$ cat config.mk
export PLATFORM = sky130hd
export DESIGN_NAME = nonpreemptive_priority_scheduler
export DESIGN_NICKNAME = d
export VERILOG_FILES = /design/src/design/nps_pkg.sv /design/src/design/nps_mem.sv /design/src/design/nps_scan.sv /design/src/design/nonpreemptive_priority_scheduler.sv
export SDC_FILE = /design/constraint.sdc
export NUM_CORES = 1
export LEC_CHECK = 0
export ABC_AREA = 1
export BUFFER_PORTS_ARGS = -buffer_cell sky130_fd_sc_hd__buf_2
export CORE_MARGIN = 2
export CORE_UTILIZATION = 37
export DETAILED_ROUTE_END_ITERATION = 16
export SETUP_SLACK_MARGIN = 0.4
export SLEW_MARGIN = 25
export SYNTH_ARGS = -nofsm -noshare
export SYNTH_HDL_FRONTEND = slang
export SYNTH_SLANG_ARGS = --single-unit
$ cat constraint.sdc
create_clock -name clk_i -period 9.3 [get_ports clk_i]
set_input_delay 1.86 -clock clk_i [delete_from_list [all_inputs] [get_ports clk_i]]
set_output_delay 1.86 -clock clk_i [all_outputs]
set_load 0.005 [all_outputs]
$ cat src/design/nps_pkg.sv
// Shared types, widths and codes of the non-preemptive priority scheduler.
`timescale 1ns / 1ps
package nps_pkg;

  // Default number of process entries held by the entry memory.
  localparam int unsigned MAX_PROCS_DEF = 16;

  // Field widths of the stream items.
  localparam int unsigned TIME_W = 16;
  localparam int unsigned PRIO_W = 8;
  localparam int unsigned PNUM_W = 7;
  localparam int unsigned CLK_W  = 23;
  localparam int unsigned SUM_W  = 29;

  // Packed stream data widths, padded to whole bytes.
  localparam int unsigned IN_TDATA_W  = 2 * TIME_W + PRIO_W;
  localparam int unsigned OUT_RAW_W   = PNUM_W + 3 * CLK_W + 2 * SUM_W;
  localparam int unsigned OUT_TDATA_W = ((OUT_RAW_W + 7) / 8) * 8;
  localparam int unsigned OUT_PAD_W   = OUT_TDATA_W - OUT_RAW_W;

  // One stored process entry; the arrival time sits in the lowest bits.
  typedef struct packed {
    logic [PRIO_W-1:0] prio;
    logic [TIME_W-1:0] burst;
    logic [TIME_W-1:0] arrival;
  } entry_t;

  // Outcome of one pass over the entry memory.
  typedef struct packed {
    logic              found;
    logic [TIME_W-1:0] arrival;
    logic [TIME_W-1:0] burst;
    logic [TIME_W-1:0] min_arrival;
  } scan_res_t;

  // Control states of the scheduler.
  typedef enum logic [2:0] {
    ST_LOAD,
    ST_SCAN,
    ST_WAIT,
    ST_TALLY,
    ST_EMIT
  } state_e;

endpackage

$ cat src/design/nps_mem.sv
// Entry memory: one write port, one read port with registered read data.
`timescale 1ns / 1ps
module nps_mem #(
  parameter int unsigned DEPTH  = nps_pkg::MAX_PROCS_DEF,
  parameter int unsigned ADDR_W = 4
) (
  input  logic               clk_i,
  input  logic               wr_en_i,
  input  logic [ADDR_W-1:0]  wr_addr_i,
  input  nps_pkg::entry_t    wr_data_i,
  input  logic               rd_en_i,
  input  logic [ADDR_W-1:0]  rd_addr_i,
  output nps_pkg::entry_t    rd_data_o
);
  import nps_pkg::*;

  entry_t mem_q [DEPTH];
  entry_t rd_data_q;

  // Write port, used while entries are loaded.
  always_ff @(posedge clk_i) begin
    if (wr_en_i) begin
      mem_q[wr_addr_i] <= wr_data_i;
    end
  end

  // Read port with registered read data.
  always_ff @(posedge clk_i) begin
    if (rd_en_i) begin
      rd_data_q <= mem_q[rd_addr_i];
    end
  end

  assign rd_data_o = rd_data_q;

endmodule

$ cat src/design/nps_scan.sv
// Scan unit: walks the entry memory and picks the ready entry of lowest priority value.
`timescale 1ns / 1ps
module nps_scan #(
  parameter int unsigned MAX_PROCS = nps_pkg::MAX_PROCS_DEF,
  parameter int unsigned IDX_W     = 4,
  parameter int unsigned CNT_W     = 5
) (
  input  logic                         clk_i,
  input  logic                         rst_ni,
  input  logic                         start_i,
  input  logic [CNT_W-1:0]             count_i,
  input  logic [nps_pkg::CLK_W-1:0]    clock_i,
  input  logic [MAX_PROCS-1:0]         done_i,
  output logic                         rd_en_o,
  output logic [IDX_W-1:0]             rd_addr_o,
  input  nps_pkg::entry_t              rd_data_i,
  output logic                         scan_done_o,
  output logic [IDX_W-1:0]             best_idx_o,
  output nps_pkg::scan_res_t           res_o
);
  import nps_pkg::*;

  logic              active_q, active_d;
  logic [IDX_W-1:0]  addr_q, addr_d;
  logic              rv_q, rlast_q, fin_q;
  logic [IDX_W-1:0]  ridx_q;
  logic              found_q, found_d;
  logic [IDX_W-1:0]  best_idx_q, best_idx_d;
  logic [PRIO_W-1:0] best_pr_q, best_pr_d;
  logic [TIME_W-1:0] best_arr_q, best_arr_d;
  logic [TIME_W-1:0] best_burst_q, best_burst_d;
  logic [TIME_W-1:0] min_arr_q, min_arr_d;
  logic              is_last, pending, ready, take;

  // Address sequencing and running selection over the returned entries.
  always_comb begin
    is_last  = (CNT_W'(addr_q) + CNT_W'(1)) == count_i;
    pending  = rv_q && !done_i[ridx_q];
    ready    = pending && (CLK_W'(rd_data_i.arrival) <= clock_i);
    take     = ready && (!found_q || (rd_data_i.prio < best_pr_q));

    active_d     = active_q;
    addr_d       = addr_q;
    found_d      = found_q;
    best_idx_d   = best_idx_q;
    best_pr_d    = best_pr_q;
    best_arr_d   = best_arr_q;
    best_burst_d = best_burst_q;
    min_arr_d    = min_arr_q;

    if (start_i) begin
      active_d  = 1'b1;
      addr_d    = '0;
      found_d   = 1'b0;
      min_arr_d = '1;
    end else begin
      if (active_q) begin
        addr_d = addr_q + IDX_W'(1);
        if (is_last) begin
          active_d = 1'b0;
        end
      end
      if (take) begin
        found_d      = 1'b1;
        best_idx_d   = ridx_q;
        best_pr_d    = rd_data_i.prio;
        best_arr_d   = rd_data_i.arrival;
        best_burst_d = rd_data_i.burst;
      end
      if (pending && (rd_data_i.arrival < min_arr_q)) begin
        min_arr_d = rd_data_i.arrival;
      end
    end
  end

  // Control registers of the scan.
  always_ff @(posedge clk_i or negedge rst_ni) begin
    if (!rst_ni) begin
      active_q <= 1'b0;
      rv_q     <= 1'b0;
      rlast_q  <= 1'b0;
      fin_q    <= 1'b0;
      found_q  <= 1'b0;
    end else begin
      active_q <= active_d;
      rv_q     <= active_q && !start_i;
      rlast_q  <= is_last;
      fin_q    <= rv_q && rlast_q && !start_i;
      found_q  <= found_d;
    end
  end

  // Address and selection payload.
  always_ff @(posedge clk_i) begin
    addr_q       <= addr_d;
    ridx_q       <= addr_q;
    best_idx_q   <= best_idx_d;
    best_pr_q    <= best_pr_d;
    best_arr_q   <= best_arr_d;
    best_burst_q <= best_burst_d;
    min_arr_q    <= min_arr_d;
  end

  assign rd_en_o             = active_q;
  assign rd_addr_o           = addr_q;
  assign scan_done_o         = fin_q;
  assign best_idx_o          = best_idx_q;
  assign res_o.found         = found_q;
  assign res_o.arrival       = best_arr_q;
  assign res_o.burst         = best_burst_q;
  assign res_o.min_arrival   = min_arr_q;

endmodule

$ cat src/design/nonpreemptive_priority_scheduler.sv
// Top level: loading, schedule control, tallies and the result output register.
// Loading accepts one input transaction per cycle; the input is held off while a schedule runs.
// Each choice is one pass over the N loaded entries through the entry memory read port,
// followed by the tally and emit states of the schedule arithmetic for each completed process.
// A pass that finds no arrived entry moves the clock to the earliest arrival and passes again.
// Reset clears all control state and done flags; the entry memory itself is not cleared.
`timescale 1ns / 1ps
module nonpreemptive_priority_scheduler #(
  parameter int unsigned MAX_PROCS = nps_pkg::MAX_PROCS_DEF
) (
  input  logic                              clk_i,
  input  logic                              rst_ni,
  input  logic                              s_axis_tvalid_i,
  output logic                              s_axis_tready_o,
  // arrival_time [15:0], burst_time [31:16], priority_req [39:32]
  input  logic [nps_pkg::IN_TDATA_W-1:0]    s_axis_tdata_i,
  input  logic                              s_axis_tlast_i,
  output logic                              m_axis_tvalid_o,
  input  logic                              m_axis_tready_i,
  // process_number [6:0], completion_time [29:7], turnaround [52:30], waiting [75:53],
  // total_waiting [104:76], total_turnaround [133:105], zero padding [135:134]
  output logic [nps_pkg::OUT_TDATA_W-1:0]   m_axis_tdata_o,
  // final_res
  output logic                              m_axis_tuser_o
);
  import nps_pkg::*;

  localparam int unsigned IDX_W = (MAX_PROCS > 1) ? $clog2(MAX_PROCS) : 1;
  localparam int unsigned CNT_W = $clog2(MAX_PROCS + 1);
  localparam logic [CNT_W-1:0] CntMax = CNT_W'(MAX_PROCS);

  state_e               state_q, state_d;
  logic [CNT_W-1:0]     cnt_q, cnt_d;
  logic [CNT_W-1:0]     cmp_q, cmp_d;
  logic [CLK_W-1:0]     clock_q, clock_d;
  logic [SUM_W-1:0]     sum_w_q, sum_w_d;
  logic [SUM_W-1:0]     sum_t_q, sum_t_d;
  logic [MAX_PROCS-1:0] done_q, done_d;
  logic [IDX_W-1:0]     sel_idx_q, sel_idx_d;
  logic [TIME_W-1:0]    sel_arr_q, sel_arr_d;
  logic [CLK_W-1:0]     wt_q, wt_d;
  logic [CLK_W-1:0]     tat_q, tat_d;
  logic                 out_valid_q, out_valid_d;
  logic [OUT_TDATA_W-1:0] out_data_q, out_data_d;
  logic                 out_last_q, out_last_d;

  logic                 in_acc, wr_en, scan_start, scan_done, rd_en, out_free, is_final;
  logic [IDX_W-1:0]     rd_addr, best_idx;
  entry_t               rd_data;
  scan_res_t            scan_res;
  logic [PNUM_W-1:0]    pnum;

  nps_mem #(
    .DEPTH  (MAX_PROCS),
    .ADDR_W (IDX_W)
  ) u_mem (
    .clk_i     (clk_i),
    .wr_en_i   (wr_en),
    .wr_addr_i (cnt_q[IDX_W-1:0]),
    .wr_data_i (entry_t'(s_axis_tdata_i)),
    .rd_en_i   (rd_en),
    .rd_addr_i (rd_addr),
    .rd_data_o (rd_data)
  );

  nps_scan #(
    .MAX_PROCS (MAX_PROCS),
    .IDX_W     (IDX_W),
    .CNT_W     (CNT_W)
  ) u_scan (
    .clk_i       (clk_i),
    .rst_ni      (rst_ni),
    .start_i     (scan_start),
    .count_i     (cnt_q),
    .clock_i     (clock_q),
    .done_i      (done_q),
    .rd_en_o     (rd_en),
    .rd_addr_o   (rd_addr),
    .rd_data_i   (rd_data),
    .scan_done_o (scan_done),
    .best_idx_o  (best_idx),
    .res_o       (scan_res)
  );

  assign s_axis_tready_o = (state_q == ST_LOAD);
  assign in_acc          = s_axis_tvalid_i && s_axis_tready_o;
  assign wr_en           = in_acc && (cnt_q < CntMax);
  assign scan_start      = (state_q == ST_SCAN);
  assign out_free        = !out_valid_q || m_axis_tready_i;
  assign pnum            = PNUM_W'(sel_idx_q) + PNUM_W'(1);
  assign is_final        = (cmp_q == cnt_q);

  // Next state, schedule arithmetic and output register loading.
  always_comb begin
    state_d     = state_q;
    cnt_d       = cnt_q;
    cmp_d       = cmp_q;
    clock_d     = clock_q;
    sum_w_d     = sum_w_q;
    sum_t_d     = sum_t_q;
    done_d      = done_q;
    sel_idx_d   = sel_idx_q;
    sel_arr_d   = sel_arr_q;
    wt_d        = wt_q;
    tat_d       = tat_q;
    out_valid_d = out_valid_q && !m_axis_tready_i;
    out_data_d  = out_data_q;
    out_last_d  = out_last_q;

    case (state_q)
      ST_LOAD: begin
        if (in_acc) begin
          if (cnt_q < CntMax) begin
            cnt_d = cnt_q + CNT_W'(1);
          end
          if (s_axis_tlast_i) begin
            clock_d = '0;
            state_d = ST_SCAN;
          end
        end
      end
      ST_SCAN: begin
        state_d = ST_WAIT;
      end
      ST_WAIT: begin
        if (scan_done) begin
          if (scan_res.found) begin
            // Waiting time is the start time less the arrival time.
            clock_d           = clock_q + CLK_W'(scan_res.burst);
            wt_d              = clock_q - CLK_W'(scan_res.arrival);
            sel_idx_d         = best_idx;
            sel_arr_d         = scan_res.arrival;
            done_d[best_idx]  = 1'b1;
            cmp_d             = cmp_q + CNT_W'(1);
            state_d           = ST_TALLY;
          end else begin
            // Nothing has arrived: jump to the earliest pending arrival.
            clock_d = CLK_W'(scan_res.min_arrival);
            state_d = ST_SCAN;
          end
        end
      end
      ST_TALLY: begin
        tat_d   = clock_q - CLK_W'(sel_arr_q);
        sum_w_d = sum_w_q + SUM_W'(wt_q);
        state_d = ST_EMIT;
      end
      ST_EMIT: begin
        if (out_free) begin
          sum_t_d     = sum_t_q + SUM_W'(tat_q);
          out_valid_d = 1'b1;
          out_data_d  = {{OUT_PAD_W{1'b0}}, sum_t_d, sum_w_q, wt_q, tat_q, clock_q, pnum};
          out_last_d  = is_final;
          if (is_final) begin
            cnt_d   = '0;
            cmp_d   = '0;
            clock_d = '0;
            sum_w_d = '0;
            sum_t_d = '0;
            done_d  = '0;
            state_d = ST_LOAD;
          end else begin
            state_d = ST_SCAN;
          end
        end
      end
      default: begin
        state_d = ST_LOAD;
      end
    endcase
  end

  // Control registers.
  always_ff @(posedge clk_i or negedge rst_ni) begin
    if (!rst_ni) begin
      state_q     <= ST_LOAD;
      cnt_q       <= '0;
      cmp_q       <= '0;
      clock_q     <= '0;
      sum_w_q     <= '0;
      sum_t_q     <= '0;
      done_q      <= '0;
      out_valid_q <= 1'b0;
    end else begin
      state_q     <= state_d;
      cnt_q       <= cnt_d;
      cmp_q       <= cmp_d;
      clock_q     <= clock_d;
      sum_w_q     <= sum_w_d;
      sum_t_q     <= sum_t_d;
      done_q      <= done_d;
      out_valid_q <= out_valid_d;
    end
  end

  // Payload registers.
  always_ff @(posedge clk_i) begin
    sel_idx_q  <= sel_idx_d;
    sel_arr_q  <= sel_arr_d;
    wt_q       <= wt_d;
    tat_q      <= tat_d;
    out_data_q <= out_data_d;
    out_last_q <= out_last_d;
  end

  assign m_axis_tvalid_o = out_valid_q;
  assign m_axis_tdata_o  = out_data_q;
  assign m_axis_tuser_o  = out_last_q;

  // A pass only completes while the controller is waiting for it.
  assert property (@(posedge clk_i) disable iff (!rst_ni)
    scan_done |-> (state_q == ST_WAIT))
    else $error("scan finished outside the wait state");

  // Completed processes never outnumber the loaded entries.
  assert property (@(posedge clk_i) disable iff (!rst_ni)
    cmp_q <= cnt_q)
    else $error("completion count exceeds entry count");

  // A chosen entry has not run yet.
  assert property (@(posedge clk_i) disable iff (!rst_ni)
    (state_q == ST_WAIT) && scan_done && scan_res.found |-> !done_q[best_idx])
    else $error("completed entry chosen again");

  // An empty pass always leaves a later arrival to jump to.
  assert property (@(posedge clk_i) disable iff (!rst_ni)
    (state_q == ST_WAIT) && scan_done && !scan_res.found
      |-> (CLK_W'(scan_res.min_arrival) > clock_q))
    else $error("idle jump does not move the clock forward");

  // A schedule never runs over an empty load.
  assert property (@(posedge clk_i) disable iff (!rst_ni)
    (state_q != ST_LOAD) |-> (cnt_q != '0))
    else $error("schedule running with no entries");

endmodule

==> reports/metrics.yaml <==
fp-row-count: 131
hold_violations: 0
setup-tns-final_ns: 0
peakVddDrop_mv: 0.292
timing.final.crit_share: 0.403
synth_async_sr_flop_share: 0.109
multi_input_area_sq_um: 14100
use_met1: 0.235
fill_cells: 11800
rsz0062_at_grt: "no"
tightest_slew_ns: 0.890
arrival_ns: 4.13
hp-class: "reg2reg"
max_freq_ghz: 0.267
slowest_stage: "nor2_4"
grt_busiest_layer: "met2"
cts_setup_buffers: 0
end_kind: "register"
cp_common_cell: "nand2_1"
synth_seq_cells: 1063
crit_fanout: 22
yosysWarnings: 0
wire_per_inst_microns: 20.0
cts_root_buf: "clkbuf_16"
finalSetupViolCount: 0
leakage_uw: 0.0209
start_kind: "input pin"
grt_pass1_vias: 29600
final_max_slew_viol_count: 0
seq_area_frac_synth: 0.656
ys.flop_type: "edfxtp_1"
numCtsBuffers: 106
nets: 4400
first_pass_iters: 8
layout.area.seq_sq_um: 31100
gp_congestion: 0.912
worstPathCellList: "buf_2 -> nand2_1 -> nor2_1 -> nand2_1 -> nor2_4 -> buf_4"
netlist_area_sq_um: 47400
grt_pass1_wl_microns: 180000
period_needed_ns: 3.74
final_layout_size_suffix_gt1_frac: 0.103
drv_cap: 0
relSlewSlack: 0.407
cts.sinks: 1063
die_h_microns: 362
wl_microns: 119000
grt_usage: 0.180
grt_max_degree: 173
synth_largest_area_cell: "edfxtp_1"
pin_count: 184
ctsHtreeMaxLevel: 3
stdcell_count: 5965
status: "completed"
overflow: 0
core_sq_um: 127000
path_class: "in2reg"
dp_hpwl_microns: 77900
tritoncts: "yes"
synth.top_cell.area_share: 0.585
hold_buffers: 0
clk_path_buf_depth: 3
dp_cells: 5764
synth_edf_count: 923
cts_resized: 0
cp_data_required_time_ns: 9.68
area_growth_syn_to_layout_pct: 13.4
dr_total_vias: 30400
io_buffer_count: 179
clkTransAtPathRegs_ns: 0.06
fin_ws_ns: 5.56
drc: 0
antenna_found_initial: 15
slowest_delay_ns: 0.67
dieArea_sq_um: 131000
synth_common_cells: "edfxtp_1 (923), nand2_1 (594), inv_1 (439)"
drtIter0Drc: 2473
grtUsageMet3: 0.0315
netlist_top_cells_area: "edfxtp_1 (58%), dfrtp_1 (6.1%), nand2_1 (4.7%)"
start_util: 0.372
ys_types: 56
synth.most_common_cell: "edfxtp_1"
fin_worst_skew_ns: 0.0777
p_per_area_nw_per_um2: 312
ant_nets: 0
postSynthAreaPerCell_sq_um: 11.8
die_width_microns: 362
clk_latency_ns: 0.75
use_met2: 0.310
place_ws_ns: 4.78
syn_inst: 4031
vias_per_cell: 5.09
[per-layer routing]
metal | part of all wire | up-vias
met5 | 0.00081 | -
met4 | 0.021 | 16
met3 | 0.049 | 176
met2 | 0.49 | 713
met1 | 0.44 | 14800
li1 | - | 14700
[where the power goes]
group / switching (uW) / total, uW / leakage (uW) / internal (uW)
combinational: 3800 / 5670 / 0.00913 / 1870
sequential: 606 / 6730 / 0.0100 / 6120
clock: 1860 / 4360 / 0.00173 / 2500
total: 6270 / 16800 / 0.0209 / 10500
[registers in the layout, indices dropped and copies added (netlist names), 3 cells and up]
signal,cells
tat_q,23
u_mem.mem_q,640
cnt_q,5
u_scan.best_burst_q,16
wt_q,23
sel_idx_q,4
sum_w_q,29
u_scan.best_pr_q,8
u_scan.min_arr_q,16
sum_t_q,29
clock_q,23
u_mem.rd_data_o,40
done_q,16
u_scan.ridx_q,4
state_q,3
m_axis_tdata_o,132
cmp_q,5
u_scan.rd_addr_o,4
sel_arr_q,16
u_scan.best_arr_q,16
u_scan.best_idx_o,4
[worst max-delay path, delay by kind of cell]
family | cells | cell delay (ns)
simple gates | 4 | 1.65
buf+inv | 2 | 0.60
[layout make-up]
class | instances | share of cell area
sequential | 1063 | 0.579
multi-input combinational | 2373 | 0.261
clock buffer | 134 | 0.0532
tap | 1662 | 0.0387
inverter | 450 | 0.0316
timing repair buffer | 217 | 0.0227
clock inverter | 63 | 0.0136
antenna | 3 | 0.000140
[kinds of logic (layout without fill, tap and decap cells)]
logic type / Yosys count / after routing / synth area share
buffers and inverters: 598 / 864 / 0.0509
muxes: 161 / 161 / 0.0340
adders and majority gates: 144 / 144 / 0.0388
AOI/OAI and AO/OA: 891 / 891 / 0.106
other: 1 / 7 / 0.0000791
xor gates and xnor gates: 87 / 87 / 0.0161
DFF: 1063 / 1063 / 0.656
and+or+nand+nor: 1086 / 1086 / 0.0981
[layout by cell type, fill, tap and decap left out, types with 6 or more instances in the layout]
| master | n |
|---|---|
| o211ai_1 | 167 |
| dfxtp_1 | 20 |
| o21bai_1 | 10 |
| a21o_1 | 9 |
| xor2_1 | 57 |
| nand4_1 | 19 |
| nand3b_1 | 14 |
| nand3_1 | 181 |
| edfxtp_1 | 923 |
| inv_1 | 437 |
| clkinvlp_4 | 7 |
| xnor2_1 | 30 |
| nor2_1 | 181 |
| clkinv_1 | 19 |
| and2_1 | 15 |
| dfrtp_1 | 115 |
| a21boi_0 | 7 |
| nor4_1 | 10 |
| o21a_1 | 6 |
| a21oi_1 | 337 |
| mux2i_1 | 161 |
| clkinv_2 | 17 |
| o22ai_1 | 6 |
| nor2_4 | 21 |
| bufinv_16 | 11 |
| inv_2 | 9 |
| nand2_1 | 594 |
| buf_4 | 36 |
| nor3_1 | 25 |
| ha_1 | 139 |
| clkbuf_16 | 108 |
| buf_2 | 178 |
| clkbuf_8 | 6 |
| o21ai_0 | 327 |
| clkbuf_1 | 20 |
[per-stage QoR]
step / util / hold WS, ns / total power, uW / cell area, sq um
after floorplan: - / 0.329 / 10600 / 47400
after global placement: 0.394 / 0.406 / 12400 / 50100
after detailed placement: 0.394 / 0.405 / 12500 / 50100
after CTS: 0.422 / 0.420 / 16900 / 53700
after global routing: 0.422 / 0.436 / 17800 / 53800
final: 0.422 / 0.419 / 16800 / 53800
[worst paths after layout]
kind,startpoint,to,slack (ns),depth (start not counted)
worst max-delay path,s_axis_tvalid_i,u_mem.mem_q[15][23],5.56,6
worst min-delay path,u_mem.rd_data_o[21],u_scan.best_burst_q[5],0.42,0
worst max register to register,u_scan.rd_addr_o[0],u_mem.rd_data_o[38],5.98,7
worst min register to register,u_mem.rd_data_o[21],u_scan.best_burst_q[5],0.42,0
max in group asynchronous,rst_ni,u_scan.rd_en_o,6.66,2
min in group asynchronous,rst_ni,sum_w_q[8],1.21,1
(Power assumes the default switching activity.)
